**src/sv/fat_directory_entry_parser_core_defines.svh**
```systemverilog
// Assertion macros shared by the FAT directory entry parser RTL.
// Needs a clk_i and an active-low rst_ni in the including module.
`ifndef FAT_DIRECTORY_ENTRY_PARSER_CORE_DEFINES_SVH
`define FAT_DIRECTORY_ENTRY_PARSER_CORE_DEFINES_SVH

// Same-cycle implication.
`define FDEP_ASSERT_NOW(label, ante, cons) \
  label: assert property (@(posedge clk_i) disable iff (!rst_ni) (ante) |-> (cons)) \
    else $error("fdep assertion failed");

// Next-cycle implication.
`define FDEP_ASSERT_NEXT(label, ante, cons) \
  label: assert property (@(posedge clk_i) disable iff (!rst_ni) (ante) |=> (cons)) \
    else $error("fdep assertion failed");

`endif

```
**src/sv/fdep_pkg.sv**
```systemverilog
// Types and constants for the FAT directory entry parser.
// No dependencies.
package fdep_pkg;

  localparam int unsigned EntryBytes = 32;
  localparam int unsigned IdxW       = 5;

  localparam logic [7:0] EndMark     = 8'h00;
  localparam logic [7:0] DeletedMark = 8'hE5;
  localparam logic [7:0] LfnAttr     = 8'h0F;
  localparam logic [7:0] AsciiSpace  = 8'h20;
  localparam logic [7:0] AsciiDot    = 8'h2E;
  localparam logic [7:0] AsciiDel    = 8'd127;
  localparam int unsigned VolBit     = 3;
  localparam int unsigned DirBit     = 4;

  typedef struct packed {
    logic [7:0] dir_byte;
    logic       last_of_dir;
  } fdep_in_t;

  typedef struct packed {
    logic        entry_valid;
    logic [63:0] name_text;
    logic [3:0]  name_length;
    logic [23:0] ext_text;
    logic [1:0]  ext_length;
    logic [7:0]  attributes;
    logic        is_directory;
    logic [15:0] first_cluster;
    logic [31:0] file_size;
    logic        dir_done;
  } fdep_out_t;

  // Per-word status from the collector to the top level.
  typedef struct packed {
    logic entry_done;
    logic dir_last;
  } fdep_step_t;

  function automatic logic [7:0] fdep_printable(input logic [7:0] b);
    fdep_printable = (b >= AsciiSpace && b < AsciiDel) ? b : AsciiDot;
  endfunction

endpackage

```
**src/sv/fdep_eval.sv**
```systemverilog
// Combinational check and field extraction of one complete 32-byte entry.
// Depends on fdep_pkg.
module fdep_eval
  import fdep_pkg::*;
(
  input  logic [7:0] entry_i [EntryBytes],
  output logic       keep_o,
  output fdep_out_t  res_o
);

  logic [7:0] nm [8];
  logic [7:0] ex [3];
  logic [3:0] nlen;
  logic [1:0] elen;
  logic [7:0] attr;

  always_comb begin
    attr = entry_i[11];
    for (int i = 0; i < 8; i++) begin
      nm[i] = fdep_printable(entry_i[i]);
    end
    for (int i = 0; i < 3; i++) begin
      ex[i] = fdep_printable(entry_i[8 + i]);
    end
    // trim: length is one past the last non-space character
    nlen = '0;
    for (int i = 0; i < 8; i++) begin
      if (nm[i] != AsciiSpace) nlen = 4'(i + 1);
    end
    elen = '0;
    for (int i = 0; i < 3; i++) begin
      if (ex[i] != AsciiSpace) elen = 2'(i + 1);
    end

    keep_o = (entry_i[0] != DeletedMark) && !attr[VolBit] && (attr != LfnAttr) &&
             (nlen != 4'd0) &&
             !((nlen == 4'd1) && (nm[0] == AsciiDot)) &&
             !((nlen == 4'd2) && (nm[0] == AsciiDot) && (nm[1] == AsciiDot));

    res_o = '0;
    res_o.entry_valid = 1'b1;
    for (int i = 0; i < 8; i++) begin
      res_o.name_text[8*i +: 8] = (4'(i) < nlen) ? nm[i] : 8'h00;
    end
    for (int i = 0; i < 3; i++) begin
      res_o.ext_text[8*i +: 8] = (2'(i) < elen) ? ex[i] : 8'h00;
    end
    res_o.name_length   = nlen;
    res_o.ext_length    = elen;
    res_o.attributes    = attr;
    res_o.is_directory  = attr[DirBit];
    res_o.first_cluster = {entry_i[27], entry_i[26]};
    res_o.file_size     = {entry_i[31], entry_i[30], entry_i[29], entry_i[28]};
  end

endmodule

```
**src/sv/fdep_collect.sv**
```systemverilog
// Position counter, end-of-directory flag and byte storage of the current entry.
// Depends on fdep_pkg.
module fdep_collect
  import fdep_pkg::*;
(
  input  logic       clk_i,
  input  logic       rst_ni,
  input  logic       fire_i,
  input  fdep_in_t   word_i,
  output logic [7:0] entry_o [EntryBytes],
  output fdep_step_t step_o
);

  localparam logic [IdxW-1:0] LastIdx = IdxW'(EntryBytes - 1);

  logic [IdxW-1:0] byte_index_q, byte_index_d;
  logic            end_seen_q, end_seen_d;
  logic [7:0]      entry_q [EntryBytes-1];
  logic            store;

  always_comb begin
    byte_index_d = byte_index_q;
    end_seen_d   = end_seen_q;
    store        = 1'b0;
    if (!end_seen_q) begin
      if (byte_index_q == '0 && word_i.dir_byte == EndMark) begin
        end_seen_d = 1'b1;
      end else begin
        store        = (byte_index_q != LastIdx);
        byte_index_d = byte_index_q + 1'b1;
      end
    end
    // block ends: drop any partial entry
    if (word_i.last_of_dir) begin
      byte_index_d = '0;
      end_seen_d   = 1'b0;
    end
  end

  always_ff @(posedge clk_i or negedge rst_ni) begin
    if (!rst_ni) begin
      byte_index_q <= '0;
      end_seen_q   <= 1'b0;
    end else if (fire_i) begin
      byte_index_q <= byte_index_d;
      end_seen_q   <= end_seen_d;
    end
  end

  always_ff @(posedge clk_i) begin
    if (fire_i && store) begin
      entry_q[byte_index_q] <= word_i.dir_byte;
    end
  end

  // final byte of an entry comes straight from the input word
  always_comb begin
    for (int i = 0; i < EntryBytes - 1; i++) begin
      entry_o[i] = entry_q[i];
    end
    entry_o[EntryBytes-1] = word_i.dir_byte;
  end

  assign step_o.entry_done = !end_seen_q && (byte_index_q == LastIdx);
  assign step_o.dir_last   = word_i.last_of_dir;

endmodule

```
**src/sv/fat_directory_entry_parser_core.sv**
```systemverilog
// FAT 8.3 directory entry parser: input word register, entry collector and
// evaluator, result register. An accepted word is held in the input word register,
// passes once through the evaluator and lands in the result register; one byte is
// accepted every cycle while the result side keeps up.
// Reset (asynchronous, active low) empties both registers and clears the
// entry position and end-of-directory flag; stored entry bytes are not cleared.
`include "fat_directory_entry_parser_core_defines.svh"

module fat_directory_entry_parser_core
  import fdep_pkg::*;
(
  input  logic      clk_i,
  input  logic      rst_ni,
  input  logic      in_valid_i,
  output logic      in_ready_o,
  input  fdep_in_t  in_data_i,
  output logic      out_valid_o,
  input  logic      out_ready_i,
  output fdep_out_t out_data_o
);

  logic       s1_valid_q;
  fdep_in_t   s1_word_q;
  logic       out_valid_q;
  fdep_out_t  out_q;
  logic       fire;
  logic       keep;
  logic       produce;
  fdep_out_t  eval_res;
  fdep_out_t  res_d;
  fdep_step_t step;
  logic [7:0] entry [EntryBytes];

  // advance the held word once the result register can take its output
  assign fire       = s1_valid_q && (!out_valid_q || out_ready_i);
  assign in_ready_o = !s1_valid_q || fire;

  always_ff @(posedge clk_i or negedge rst_ni) begin
    if (!rst_ni) begin
      s1_valid_q <= 1'b0;
    end else if (in_valid_i && in_ready_o) begin
      s1_valid_q <= 1'b1;
    end else if (fire) begin
      s1_valid_q <= 1'b0;
    end
  end

  always_ff @(posedge clk_i) begin
    if (in_valid_i && in_ready_o) begin
      s1_word_q <= in_data_i;
    end
  end

  fdep_collect u_collect (
    .clk_i   (clk_i),
    .rst_ni  (rst_ni),
    .fire_i  (fire),
    .word_i  (s1_word_q),
    .entry_o (entry),
    .step_o  (step)
  );

  fdep_eval u_eval (
    .entry_i (entry),
    .keep_o  (keep),
    .res_o   (eval_res)
  );

  always_comb begin
    res_d          = (step.entry_done && keep) ? eval_res : '0;
    res_d.dir_done = step.dir_last;
    produce        = step.dir_last || (step.entry_done && keep);
  end

  always_ff @(posedge clk_i or negedge rst_ni) begin
    if (!rst_ni) begin
      out_valid_q <= 1'b0;
    end else if (fire && produce) begin
      out_valid_q <= 1'b1;
    end else if (out_ready_i) begin
      out_valid_q <= 1'b0;
    end
  end

  always_ff @(posedge clk_i) begin
    if (fire && produce) begin
      out_q <= res_d;
    end
  end

  assign out_valid_o = out_valid_q;
  assign out_data_o  = out_q;

  `FDEP_ASSERT_NOW(a_result_has_cause, out_valid_o,
                   out_data_o.entry_valid || out_data_o.dir_done)
  `FDEP_ASSERT_NOW(a_kept_name_len, out_valid_o && out_data_o.entry_valid,
                   out_data_o.name_length != 4'd0 && out_data_o.name_length <= 4'd8)
  `FDEP_ASSERT_NOW(a_empty_fields_zero, out_valid_o && !out_data_o.entry_valid,
                   out_data_o.name_length == 4'd0 && out_data_o.file_size == '0)
  `FDEP_ASSERT_NEXT(a_hold_when_blocked, s1_valid_q && out_valid_o && !out_ready_i,
                    s1_valid_q && out_valid_o)

endmodule

```
**config.mk**
```make
export PLATFORM = sky130hd
export DESIGN_NAME = fat_directory_entry_parser_core
export DESIGN_NICKNAME = d
export VERILOG_FILES = /design/src/sv/fdep_pkg.sv /design/src/sv/fdep_eval.sv /design/src/sv/fdep_collect.sv /design/src/sv/fat_directory_entry_parser_core.sv
export VERILOG_INCLUDE_DIRS = /design/src /design/src/sv
export SDC_FILE = /design/constraint.sdc
export NUM_CORES = 1
export LEC_CHECK = 0
export BUFFER_PORTS_ARGS = -buffer_cell sky130_fd_sc_hd__buf_4
export CAP_MARGIN = 20
export CORE_ASPECT_RATIO = 1.1
export CORE_MARGIN = 1.5
export CORE_UTILIZATION = 51
export DETAILED_ROUTE_END_ITERATION = 6
export GPL_TIMING_DRIVEN = 0
export MAX_ROUTING_LAYER = met4
export PLACE_DENSITY = 0.75
export SLEW_MARGIN = 20
export SYNTH_ARGS = -nofsm -noshare
export SYNTH_HDL_FRONTEND = slang
export SYNTH_SLANG_ARGS = --single-unit
```
**constraint.sdc**
```tcl
create_clock -name clk_i -period 6.5 [get_ports clk_i]
set_input_delay 0.975 -clock clk_i [delete_from_list [all_inputs] [get_ports clk_i]]
set_output_delay 0.975 -clock clk_i [all_outputs]
set_load 0.03 [all_outputs]
```
# Yosys cells after proc, flatten, opt, wreduce, memory -nomap -nowiden
# Memory sizes are Yosys's and may differ from the RTL's.
# Index checks and enable logic that the tools add are counted.
# classes
addsub,1
multipliers,0
div_mod_pow,0
magnitude_cmp,33
eq_ne,21
shifts,0
mux,48
n_bitwise,0
n_reduce_logical,52
# ops
operator,n
two-way mux 8 bit,22
two-way mux 153 bit,1
>= comparator 8 x 6 -> 1 bit (second input constant),11
< comparator 8 x 7 -> 1 bit (second input constant),11
!= test 8 x 6 -> 1 bit (second input constant),11
logical AND 1 bit,26
AND reduction 2 bit,11
== test 8 x 6 -> 1 bit (second input constant),2
< comparator 3 x 4 -> 1 bit (first input constant),4
two-way mux 5 bit,3
two-way mux 1 bit,13
two-way mux 3 bit,4
logical NOT 8 bit,1
< comparator 1 x 4 -> 1 bit (first input constant),2
< comparator 2 x 4 -> 1 bit (first input constant),2
two-way mux 2 bit,4
!= test 8 x 4 -> 1 bit (second input constant),1
!= test 8 bit (second input constant),1
logical NOT 1 bit,6
adder 5 x 1 -> 5 bit (second input constant),1
== test 5 bit (second input constant),1
logical NOT 5 bit,1
!= test 5 bit (second input constant),1
== test 4 x 1 -> 1 bit (second input constant),1
9 further kinds,14
# totals
regBits,170
latch_bits,0
ram_bits,248
rom_bits,0
input_bits,13
out_inout_bits,155
wordCells,181
memories,1
# mem_list
name,words,word_bits,read_ports,rd_clocked_by_memory_dff,write_ports,line,rtl
u_collect.entry_q,31,8,17,0,1,fdep_collect.sv:18,logic [7:0] entry_q [EntryBytes-1];

# Depth between registers and ports, before layout
# Gate-level depths: netlist of the first run.
# An unclocked memory read counts as a cell.
# logic_depth
ltp_word,22
depth_mapped,10

# Hierarchy
# From an unflattened synthesis of the first run, not the netlist that was laid out.
# hier_totals
cells_unflattened,982
area_unflattened_um2,16160.5
# by_module_without_submodules
module,n_inst,cells_each,area_each_um2
fdep_collect,1,349,8219.1
fat_directory_entry_parser_core,1,358,6138.4
fdep_eval,1,275,1803.0

# Least setup slack after synthesis of the first run
# No wires, ideal clock.
# synth_path
path_kind,register to register
start,memory u_collect.entry_q[1][6]
end,"register out_q, in the netlist out_data_o[0] (enable)"
setup_time_ps,525
arrival_time_ps,5495
slack_ps,480
stages_incl_launch_ff,10
cell_sequence,edfxtp_1 or3_1 nor4b_1 a21oi_1 nor3_1 o221ai_4 inv_2 buf_6 buf_6 o21a_1
# synth_rtl
item,line,rtl
"start, declared",fdep_collect.sv:18,
"end signal, assigned",fat_directory_entry_parser_core.sv:87,out_q <= res_d;
"end, declared",fat_directory_entry_parser_core.sv:25,fdep_out_t out_q;

==> results.toml, run 1 <==
[global_route]
grt_pass1_wl_um = 33800
antenna_found_initial = 0
grt_usage_pct = 19.6
grt_max_degree = 61
grt_overflow = 0
grt_pass1_vias = 6218

[timing]
min_period_ps = 3910
setup_tns_ps = 0
skew_ps = 18.2
max_freq_mhz = 256
holdWs_ps = 235
worst_pin_slew_ps = 1090
max_slew_margin_pct = 26.1
hold_viol = 0
slew_viol_final = 0
finalCritPeriodShare_pct = 60.1
final-setup-viol-count = 0
rsz0062_at_grt = "false"

[floorplan]
core.rowCount = 57
start_util_pct = 51.9
fp.dieH_um = 160
core_area_um2 = 22100
die_area_um2 = 23400
dieWidth_um = 146
ios = 168

[synthesis]
synth_adder_area_share_pct = 0.546
synth-simple-area-share_pct = 14.5
synth-edff-count = 297
synthTopCellsByArea = "edfxtp_1 (78%), nor2_1 (3.3%), and2_1 (3.3%), dfrtp_1 (1.7%), nor3_1 (1.4%)"
synth_flop_cell = "edfxtp_1"
avgSynthCellArea_um2 = 16.1
synthArstFlopShare_pct = 2.62
synth_top_area_share_pct = 77.8
synth.largest_area_cell = "edfxtp_1"
synth_top_family_by_area = "simple AND/OR/NAND/NOR gates"
synthXorXnorAreaFrac_pct = 0.229
synth_cell_types = 57
synth_area_um2 = 11500
muxShareOfSynthArea_pct = 0.0873
synth-compound-area-share_pct = 3.51
ys_ff_latch = 305
ys_seq_area_share_pct = 79.5
yosysWarningCount = 0
postSynthCellCount = 714

[cts]
h-tree-depth = 1
cts_tree = "built"
insertion_delay_ps = 560
cts_buffers = 30
cts_sinks = 305
clk_path_buf_depth = 3
post_cts_buffers = 0
postCtsHoldBufs = 0
cts_resized = 0
clk_pin_slew_ps = 60
cts_root_buf = "clkbuf_16"

[place]
hpwlAfterDp_um = 14500
gp_routability_congestion = 0.872
io_buffer_count = 167

[routing]
drc = 0
dr_total_vias = 6555
drt_iter0_drc = 302
routed_wirelength_um = 22500
viasPerCell = 5.27
wl_per_cell_um = 18.1
dr.pass1.iters = 4
ant_nets = 0

[critical_path]
end_kind = "flop"
cp-start-kind = "flop"
critPathArrivalTime_ps = 4170
critPathMaxFanout = 54
cp.required_ps = 6760
critPathKind = "flop to flop"

[run]
maxCapViolations = 0

[worst_hold_path]
min_path_type = "input port to asynchronous set/reset pin"

[pwr]
p_leak_nw = 5.19
powerDensity_nw_per_um2 = 303
ir_worst_vdd_mv = 0.215

[finish]
syn_to_final_growth_pct = 23.4
layout-drive-gt1-share_pct = 25.0
antenna_cells = 0
num-nets-final = 944
fillers = 1600

[run_status]
status = "completed"
[per-layer routing]
metal	part of all wire, %	global-route usage, %
met4	2.4	6.91
met3	6.0	3.17
met5	0	-
met1	41	24.7
met2	51	32.6
[power breakdown]
group          switching, mW  internal (mW)  total [mW]  leakage, nW
Combinational          0.221          0.106       0.327         1.85
Clock                  0.686          0.941        1.63        0.464
Sequential            0.0741           2.26        2.33         2.88
Total                  0.981           3.31        4.29         5.19
[worst max-delay path, cell delays in order (launching register included)]
cell	delay, ps
edfxtp_1	470
nor4b_4	410
nand4_2	240
or4_1	570
clkbuf_1	170
or2_1	270
o221ai_4	340
inv_2	100
buf_6	170
buf_6	150
o21a_4	390
buf_16	280
[stage by stage]
step / area [um2] / power (mW) / setup slack (ps) / utilization, % / instances
finish: 14200 / 4.29 / 2590 / 64.0 / 1244
global route: 14200 / 4.42 / 2400 / 64.0 / 1244
CTS: 14100 / 4.32 / 2610 / 64.0 / 1244
detailed placement: 13200 / 2.70 / 2660 / 59.7 / 1189
global placement: 13100 / 2.70 / -1140 / 59.4 / 1187
floorplan: 11500 / 2.57 / 480 / - / 725
[final cells by class]
| type | instances | area [um2] | share of cell area (%) |
|---|---|---|---|
| buffer | 18 | 113 | 0.796 |
| clock buffer | 38 | 791 | 5.59 |
| clock inverter | 17 | 154 | 1.09 |
| inverter | 17 | 63.8 | 0.451 |
| multi-input combinational | 385 | 2230 | 15.8 |
| sequential | 305 | 9120 | 64.4 |
| tap | 295 | 369 | 2.61 |
| timing repair buffer | 169 | 1310 | 9.25 |
[sequential cells by signal (all words and copies together) (netlist names)]
register and cells:
out_data_o 152, out_valid_o 1, s1_valid_q 1, s1_word_q 9, u_collect.byte_index_q 5, u_collect.end_seen_q 1, u_collect.entry_q 136
[synth_stat cells (2+ instances only)]
master,instances
a211o_1,4
a211oi_1,2
a21oi_1,14
and2_1,60
and3_1,15
buf_2,3
buf_6,5
clkbuf_1,8
dfrtp_1,8
edfxtp_1,297
ha_1,5
inv_1,16
nand2_1,26
nand2b_1,8
nand3_1,7
nand4_1,13
nor2_1,101
nor2b_1,2
nor3_1,31
nor3b_1,3
nor4_1,16
nor4_2,2
nor4b_1,8
nor4b_2,2
o211a_1,2
o21a_1,7
o21ai_0,7
o21ai_1,2
o21bai_1,6
or2_2,2
or3_1,4
or4_1,2
xor2_1,2
[cell families (layout without fill, tap and decap cells)]
group	count (synthesis)	in the layout
muxes	1	1
xor gates and xnor gates	3	3
other	1	12
DFF	305	305
buffers and inverters	35	259
and+or+nand+nor	308	308
AOI/OAI and AO/OA	56	56
adders and majority gates	5	5
[cell usage in the layout (no fill, tap or decap), types with 3 or more instances in the layout]
master | synthesis | final
edfxtp_1 | 297 | 297
buf_4 | 1 | 168
nor2_1 | 101 | 101
and2_1 | 60 | 60
clkbuf_16 | 0 | 30
nor3_1 | 31 | 29
nand2_1 | 26 | 26
inv_1 | 16 | 16
clkbuf_1 | 8 | 15
and3_1 | 15 | 15
nor4_1 | 16 | 15
a21oi_1 | 14 | 14
nand4_1 | 13 | 13
conb_1 | 1 | 12
nand2b_1 | 8 | 8
nor4b_1 | 8 | 8
dfrtp_1 | 8 | 8
nand3_1 | 7 | 7
o21ai_0 | 7 | 7
o21bai_1 | 6 | 6
o21a_1 | 7 | 6
clkinv_1 | 0 | 6
clkinv_2 | 0 | 6
buf_6 | 5 | 5
ha_1 | 5 | 5
or3_1 | 4 | 4
a211o_1 | 4 | 4
nor4_2 | 2 | 3
nor3b_1 | 3 | 3
buf_2 | 3 | 3
[path summary, 6_finish.rpt]
check                                        start  slack [ps]  cells past startpoint                        end
setup / recovery           u_collect.entry_q[6][6]        2590                     11            out_data_o[127]
hold / removal                              rst_ni         240                      1  u_collect.byte_index_q[0]
setup reg to reg           u_collect.entry_q[6][6]        2590                     11            out_data_o[127]
hold reg to reg                       s1_word_q[0]         470                      0              out_data_o[0]
max in group asynchronous                   rst_ni        6120                      1                 s1_valid_q
min in group clk_i                    s1_word_q[0]         470                      0              out_data_o[0]
Note: power is estimated with default switching activity, not from simulation.
==> inputs of run 2 (changes only) <==
- ABC_AREA: not set -> 1
- CORE_UTILIZATION: 51 -> 55
- PLACE_DENSITY: 0.75 -> 0.77
- clock period: 6.5 -> 3.9 ns (I/O delays scaled with it)
==> run 2 against run 1 <==
  * Sequential power up 66%
  * Sequential cell count unchanged
  * Highest routed layer unchanged
  * Clock skew rose by 3.5 ps
  * First-iteration DRC count is 90% higher
  * Fmax grew 9.4%
  * Global-route usage is 1.9 points higher
  * Worst hold slack lost 17 ps
  * Final cell count increased by 13%
  * Total power increased by 69%
  * Utilization increased by 6.0 points
  * Register-to-register slack got worse by 2300 ps
  * Largest cell class unchanged
==> results.toml, run 2 <==
[place]
io_buffer_count = 167
dp_cells = 1353
gp_routability_congestion = 0.893
hpwlAfterDp_um = 15100

[cts]
h-tree-depth = 1
cts_root_buf = "clkbuf_16"
insertion_delay_ps = 550
cts_sinks = 305
clk_path_buf_depth = 3
cts_buffers = 30
post_cts_buffers = 0
clk_pin_slew_ps = 60
cts_tree = "built"

[global_route]
grt_max_degree = 39
grt_usage_pct = 21.6
grt_overflow = 0
grt_pass1_wl_um = 35100
grt_pass1_vias = 6809
antenna_found_initial = 0

[synthesis]
synth_top_area_share_pct = 75.8
ys_seq_area_share_pct = 77.5
avgSynthCellArea_um2 = 13.3
synth_top_cells_by_count = "edfxtp_1 (297), nor2_1 (189), inv_1 (127)"
synth-edff-count = 297
synth_cell_types = 35
ys_ff_latch = 305
synth_adder_area_share_pct = 0.531
synth-compound-area-share_pct = 2.35
synthArstFlopShare_pct = 2.62
postSynthCellCount = 886
synth_area_um2 = 11800
synth_flop_cell = "edfxtp_1"
synth_top_family_by_area = "simple AND/OR/NAND/NOR gates"
synth-simple-area-share_pct = 14.8
synth.most_common_cell = "edfxtp_1"
synthTopCellsByArea = "edfxtp_1 (76%), nor2_1 (6.0%), inv_1 (4.0%), nand2_1 (3.0%), dfrtp_1 (1.7%)"
muxShareOfSynthArea_pct = 0
synth.largest_area_cell = "edfxtp_1"
yosysWarningCount = 0
synthXorXnorAreaFrac_pct = 0

[timing]
finalCritPeriodShare_pct = 91.6
rsz0062_at_grt = "false"
worst_pin_slew_ps = 1010
min_period_ps = 3570
max_slew_margin_pct = 32.8
setup_tns_ps = 0
final-setup-viol-count = 0
skew_ps = 21.7
slew_viol_final = 0
max_freq_mhz = 280
hold_viol = 0

[critical_path]
cp.required_ps = 4140
critPathKind = "flop to flop"
rr_worst_depth = 14
end_kind = "flop"
cp-start-kind = "flop"
critPathMaxFanout = 36
critPathArrivalTime_ps = 3810

[run]
maxCapViolations = 0

[worst_hold_path]
min_path_type = "input port to flop"
holdPathStages = 1

[floorplan]
core_area_um2 = 20800
dieWidth_um = 142
die_area_um2 = 22300
ios = 168
fp.dieH_um = 156
core.rowCount = 55
start_util_pct = 56.6

[finish]
reg_top3 = "out_data_o (152), u_collect.entry_q (136), s1_word_q (9)"
layout-drive-gt1-share_pct = 24.5
antenna_cells = 0
mostFrequentLayoutCells = "edfxtp_1 (297), nor2_1 (184), buf_4 (168)"
stdcell_count = 1410
syn_to_final_growth_pct = 23.6
regMostFlops = "out_data_o"
layout.cells.most_common = "edfxtp_1"
num-nets-final = 1119
largest_reg_flops = 152

[routing]
drt_iter0_drc = 573
ant_nets = 0
drc = 0
dr_total_vias = 7187
routed_wirelength_um = 23400
viasPerCell = 5.10
dr.pass1.iters = 5
wl_per_cell_um = 16.6

[pwr]
powerDensity_nw_per_um2 = 497
ir_worst_vdd_mv = 0.348
power_mw = 7.23
p_leak_nw = 5.77

[run_status]
status = "completed"
-- run 2: path summary, 6_finish.rpt --
check,start,to,slack (ps)
max,u_collect.entry_q[7][3],out_data_o[75],330
min,in_data_i[2],s1_word_q[2],220
max reg2reg,u_collect.entry_q[7][3],out_data_o[75],330
min reg2reg,s1_word_q[0],out_data_o[0],470
max in group asynchronous,rst_ni,s1_valid_q,3350
min in group asynchronous,rst_ni,u_collect.end_seen_q,400
-- run 2: power breakdown --
| part | switching, mW | internal (mW) |
|---|---|---|
| clock network | 1.18 | 1.62 |
| registers | 0.110 | 3.76 |
| logic | 0.396 | 0.170 |
-- run 2: per-stage QoR --
step	util, %	area, um2	worst slack [ps]	hold WS (ps)
global placement	64.9	13500	-1670	413
CTS	70.0	14600	309	198
floorplan	-	11900	-399	289
global route	70.0	14600	59.3	207
detailed placement	65.2	13600	319	413
finish	70.0	14600	328	218
-- run 2: metal layers --
metal | up-vias | share of wire [%] | track usage [%]
li1 | 3472 | - | -
met1 | 3397 | 40 | 26.7
met2 | 269 | 51 | 37.0
met3 | 49 | 6.6 | 3.12
met4 | 0 | 2.4 | 6.48
met5 | - | 0 | -
-- run 2: area by class of cell --
type	instances	area, um2
flip-flops and latches	305	9120
fillers	1398	6230
multi-input cells	448	2180
repair buffers	172	1340
clock buffers	32	758
inverters	134	508
well taps	285	357
clock inverters	24	221
plain buffers	10	65.1
-- run 2: worst max-delay path, stage by stage, from the launching register on --
cell        delay (ps)
edfxtp_1           410
nor4_1             280
nand3_1            300
clkinv_2           200
nand2_1            120
nand2_1            120
nor3_4              50
nor2_4             240
nand3_4            230
nand2_2            130
nand2_2             70
clkinvlp_4         350
buf_12             250
buf_12             240
buf_12             250
-- run 2: what timing repair did --
item                       in CTS  in global routing
hold endpoints to repair        8                  0
hold buffers                    1                  0
resized for setup               0                  0
setup endpoints to repair       0                  0
-- run 2: cell families after synthesis --
| kind of cell | after synthesis |
|---|---|
| AO/OA/AOI/OAI | 48 |
| adder cells (fa/ha/maj) | 5 |
| buffers and inverters | 144 |
| flip-flops | 305 |
| other | 1 |
| AND/OR/NAND/NOR | 383 |
==> inputs of run 3 (changes only) <==
--- a/config.mk
+++ b/config.mk
@@ -11,8 +11,8 @@
 export CAP_MARGIN = 20
 export CORE_ASPECT_RATIO = 1.1
-export CORE_MARGIN = 1.5
+export CORE_MARGIN = 5
 export CORE_UTILIZATION = 55
 export DETAILED_ROUTE_END_ITERATION = 6
-export GPL_TIMING_DRIVEN = 0
+export GPL_TIMING_DRIVEN = 1
 export MAX_ROUTING_LAYER = met4
 export PLACE_DENSITY = 0.77
==> constraint.sdc (replaced) <==
create_clock -name clk_i -period 3.9 [get_ports clk_i]
set_input_delay 0.585 -clock clk_i [delete_from_list [all_inputs] [get_ports clk_i]]
set_output_delay 0.585 -clock clk_i [all_outputs]
set_load 0.1 [all_outputs]
==> run 3 against run 2 <==
  * Via count increased by 0.79%
  * Fmax is 7.9% higher
  * Die area grew 9.6%
  * Critical endpoint is now out_data_o[107]
  * Clock-buffer cell count up 3
  * Clock skew shrank 9.5 ps
  * Final cell count increased by 0.14%
  * Total power up 9.9%
  * Highest routed layer unchanged
  * Utilization decreased by 1.2 points
  * Worst hold slack got worse by 1.2 ps
  * Largest power group unchanged
  * Worst setup slack improved by 260 ps
==> results.toml, run 3 (synthesis gave the netlist of run 2 again) <==
[run_status]
status = "completed"

[pwr]
power_mw = 7.95
ir_worst_vdd_mv = 0.418
p_leak_nw = 5.81
powerDensity_nw_per_um2 = 544

[finish]
fillers = 1449
syn_to_final_growth_pct = 24.1
reg_top3 = "out_data_o (152), u_collect.entry_q (136), s1_word_q (9)"
largest_reg_flops = 152
layout-drive-gt1-share_pct = 24.9
stdcell_count = 1412
num-nets-final = 1116
regMostFlops = "out_data_o"
layout.cells.most_common = "edfxtp_1"
antenna_cells = 0
mostFrequentLayoutCells = "edfxtp_1 (297), nor2_1 (184), buf_4 (176)"

[routing]
viasPerCell = 5.13
drc = 0
dr.pass1.iters = 6
routed_wirelength_um = 24200
ant_nets = 0
dr_total_vias = 7244
wl_per_cell_um = 17.2
drt_iter0_drc = 506

[timing]
min_period_ps = 3310
skew_ps = 12.3
rsz0062_at_grt = "false"
max_freq_mhz = 302
worst_pin_slew_ps = 941
finalCritPeriodShare_pct = 84.9
hold_viol = 0
final-setup-viol-count = 0
slew_viol_final = 0
max_slew_margin_pct = 37.3
setup_tns_ps = 0

[place]
gp_routability_congestion = 0.917
io_buffer_count = 167
dp_cells = 1355
hpwlAfterDp_um = 15600

[global_route]
grt_usage_pct = 20.3
grt_overflow = 0
grt_max_degree = 84
grt_pass1_wl_um = 37300
antenna_found_initial = 0
grt_pass1_vias = 7146

[critical_path]
cp.required_ps = 4200
cp-start-kind = "flop"
critPathMaxFanout = 81
end_kind = "flop"
critPathKind = "flop to flop"
critPathArrivalTime_ps = 3610

[cts]
insertion_delay_ps = 540
cts_buffers = 30
cts_sinks = 305
clk_path_buf_depth = 3
post_cts_buffers = 0
cts_resized = 0
cts_root_buf = "clkbuf_16"
h-tree-depth = 1
clk_pin_slew_ps = 60
cts_tree = "built"
postCtsHoldBufs = 1

[floorplan]
die_area_um2 = 24400
core.rowCount = 56
core_area_um2 = 21200
start_util_pct = 55.5
fp.dieH_um = 163
dieWidth_um = 149
ios = 168

[worst_hold_path]
min_path_type = "input port to flop"

[run]
maxCapViolations = 0
==> run 3: routing by layer <==
layer	share of wire [%]	track usage, %	vias to the layer above
met5	0	-	-
met4	1.8	4.83	0
li1	-	-	3451
met3	7.6	3.36	38
met1	39	26.1	3473
met2	51	34.4	282
==> run 3: area by class of cell <==
class | count | area, um2 | share of cell area (%)
clock buffer | 35 | 801 | 5.48
inverter | 134 | 508 | 3.48
multi-input combinational | 448 | 2180 | 14.9
clock inverter | 21 | 272 | 1.86
sequential | 305 | 9120 | 62.4
timing repair buffer | 179 | 1370 | 9.39
tap | 290 | 363 | 2.48
==> run 3: report_power, final <==
| part | internal [mW] | switching [mW] |
|---|---|---|
| Sequential | 3.76 | 0.0692 |
| Clock | 1.87 | 1.18 |
| Combinational | 0.171 | 0.900 |
==> run 3: worst paths after layout <==
path,startpoint,endpoint,slack [ps],cells past startpoint
max,u_collect.entry_q[7][3],out_data_o[107],590,11
min,in_data_i[1],s1_word_q[1],220,1
max reg2reg,u_collect.entry_q[7][3],out_data_o[107],590,11
min reg2reg,s1_word_q[0],out_data_o[0],470,0
max in group asynchronous,rst_ni,s1_valid_q,3360,2
min in group asynchronous,rst_ni,u_collect.byte_index_q[3],390,2
==> run 3: critical path, stage by stage (launching register included) <==
cell,delay (ps)
edfxtp_1,410
nor4_1,310
nand3_1,310
clkinv_2,320
nand4_1,160
nor2_2,120
nand3_2,150
nand3_4,110
buf_4,690
inv_2,160
nand2_2,180
nor2_1,50
==> run 3: metrics by stage <==
step                area [um2]  setup WS [ps]  utilization [%]  hold WS [ps]
finish                   14600            589             68.8           217
floorplan                11900           -399                -           289
global route             14600            277             68.8           200
detailed placement       13500            700             63.7           414
global placement         13500            767             63.7           413
CTS                      14600            672             68.8           200
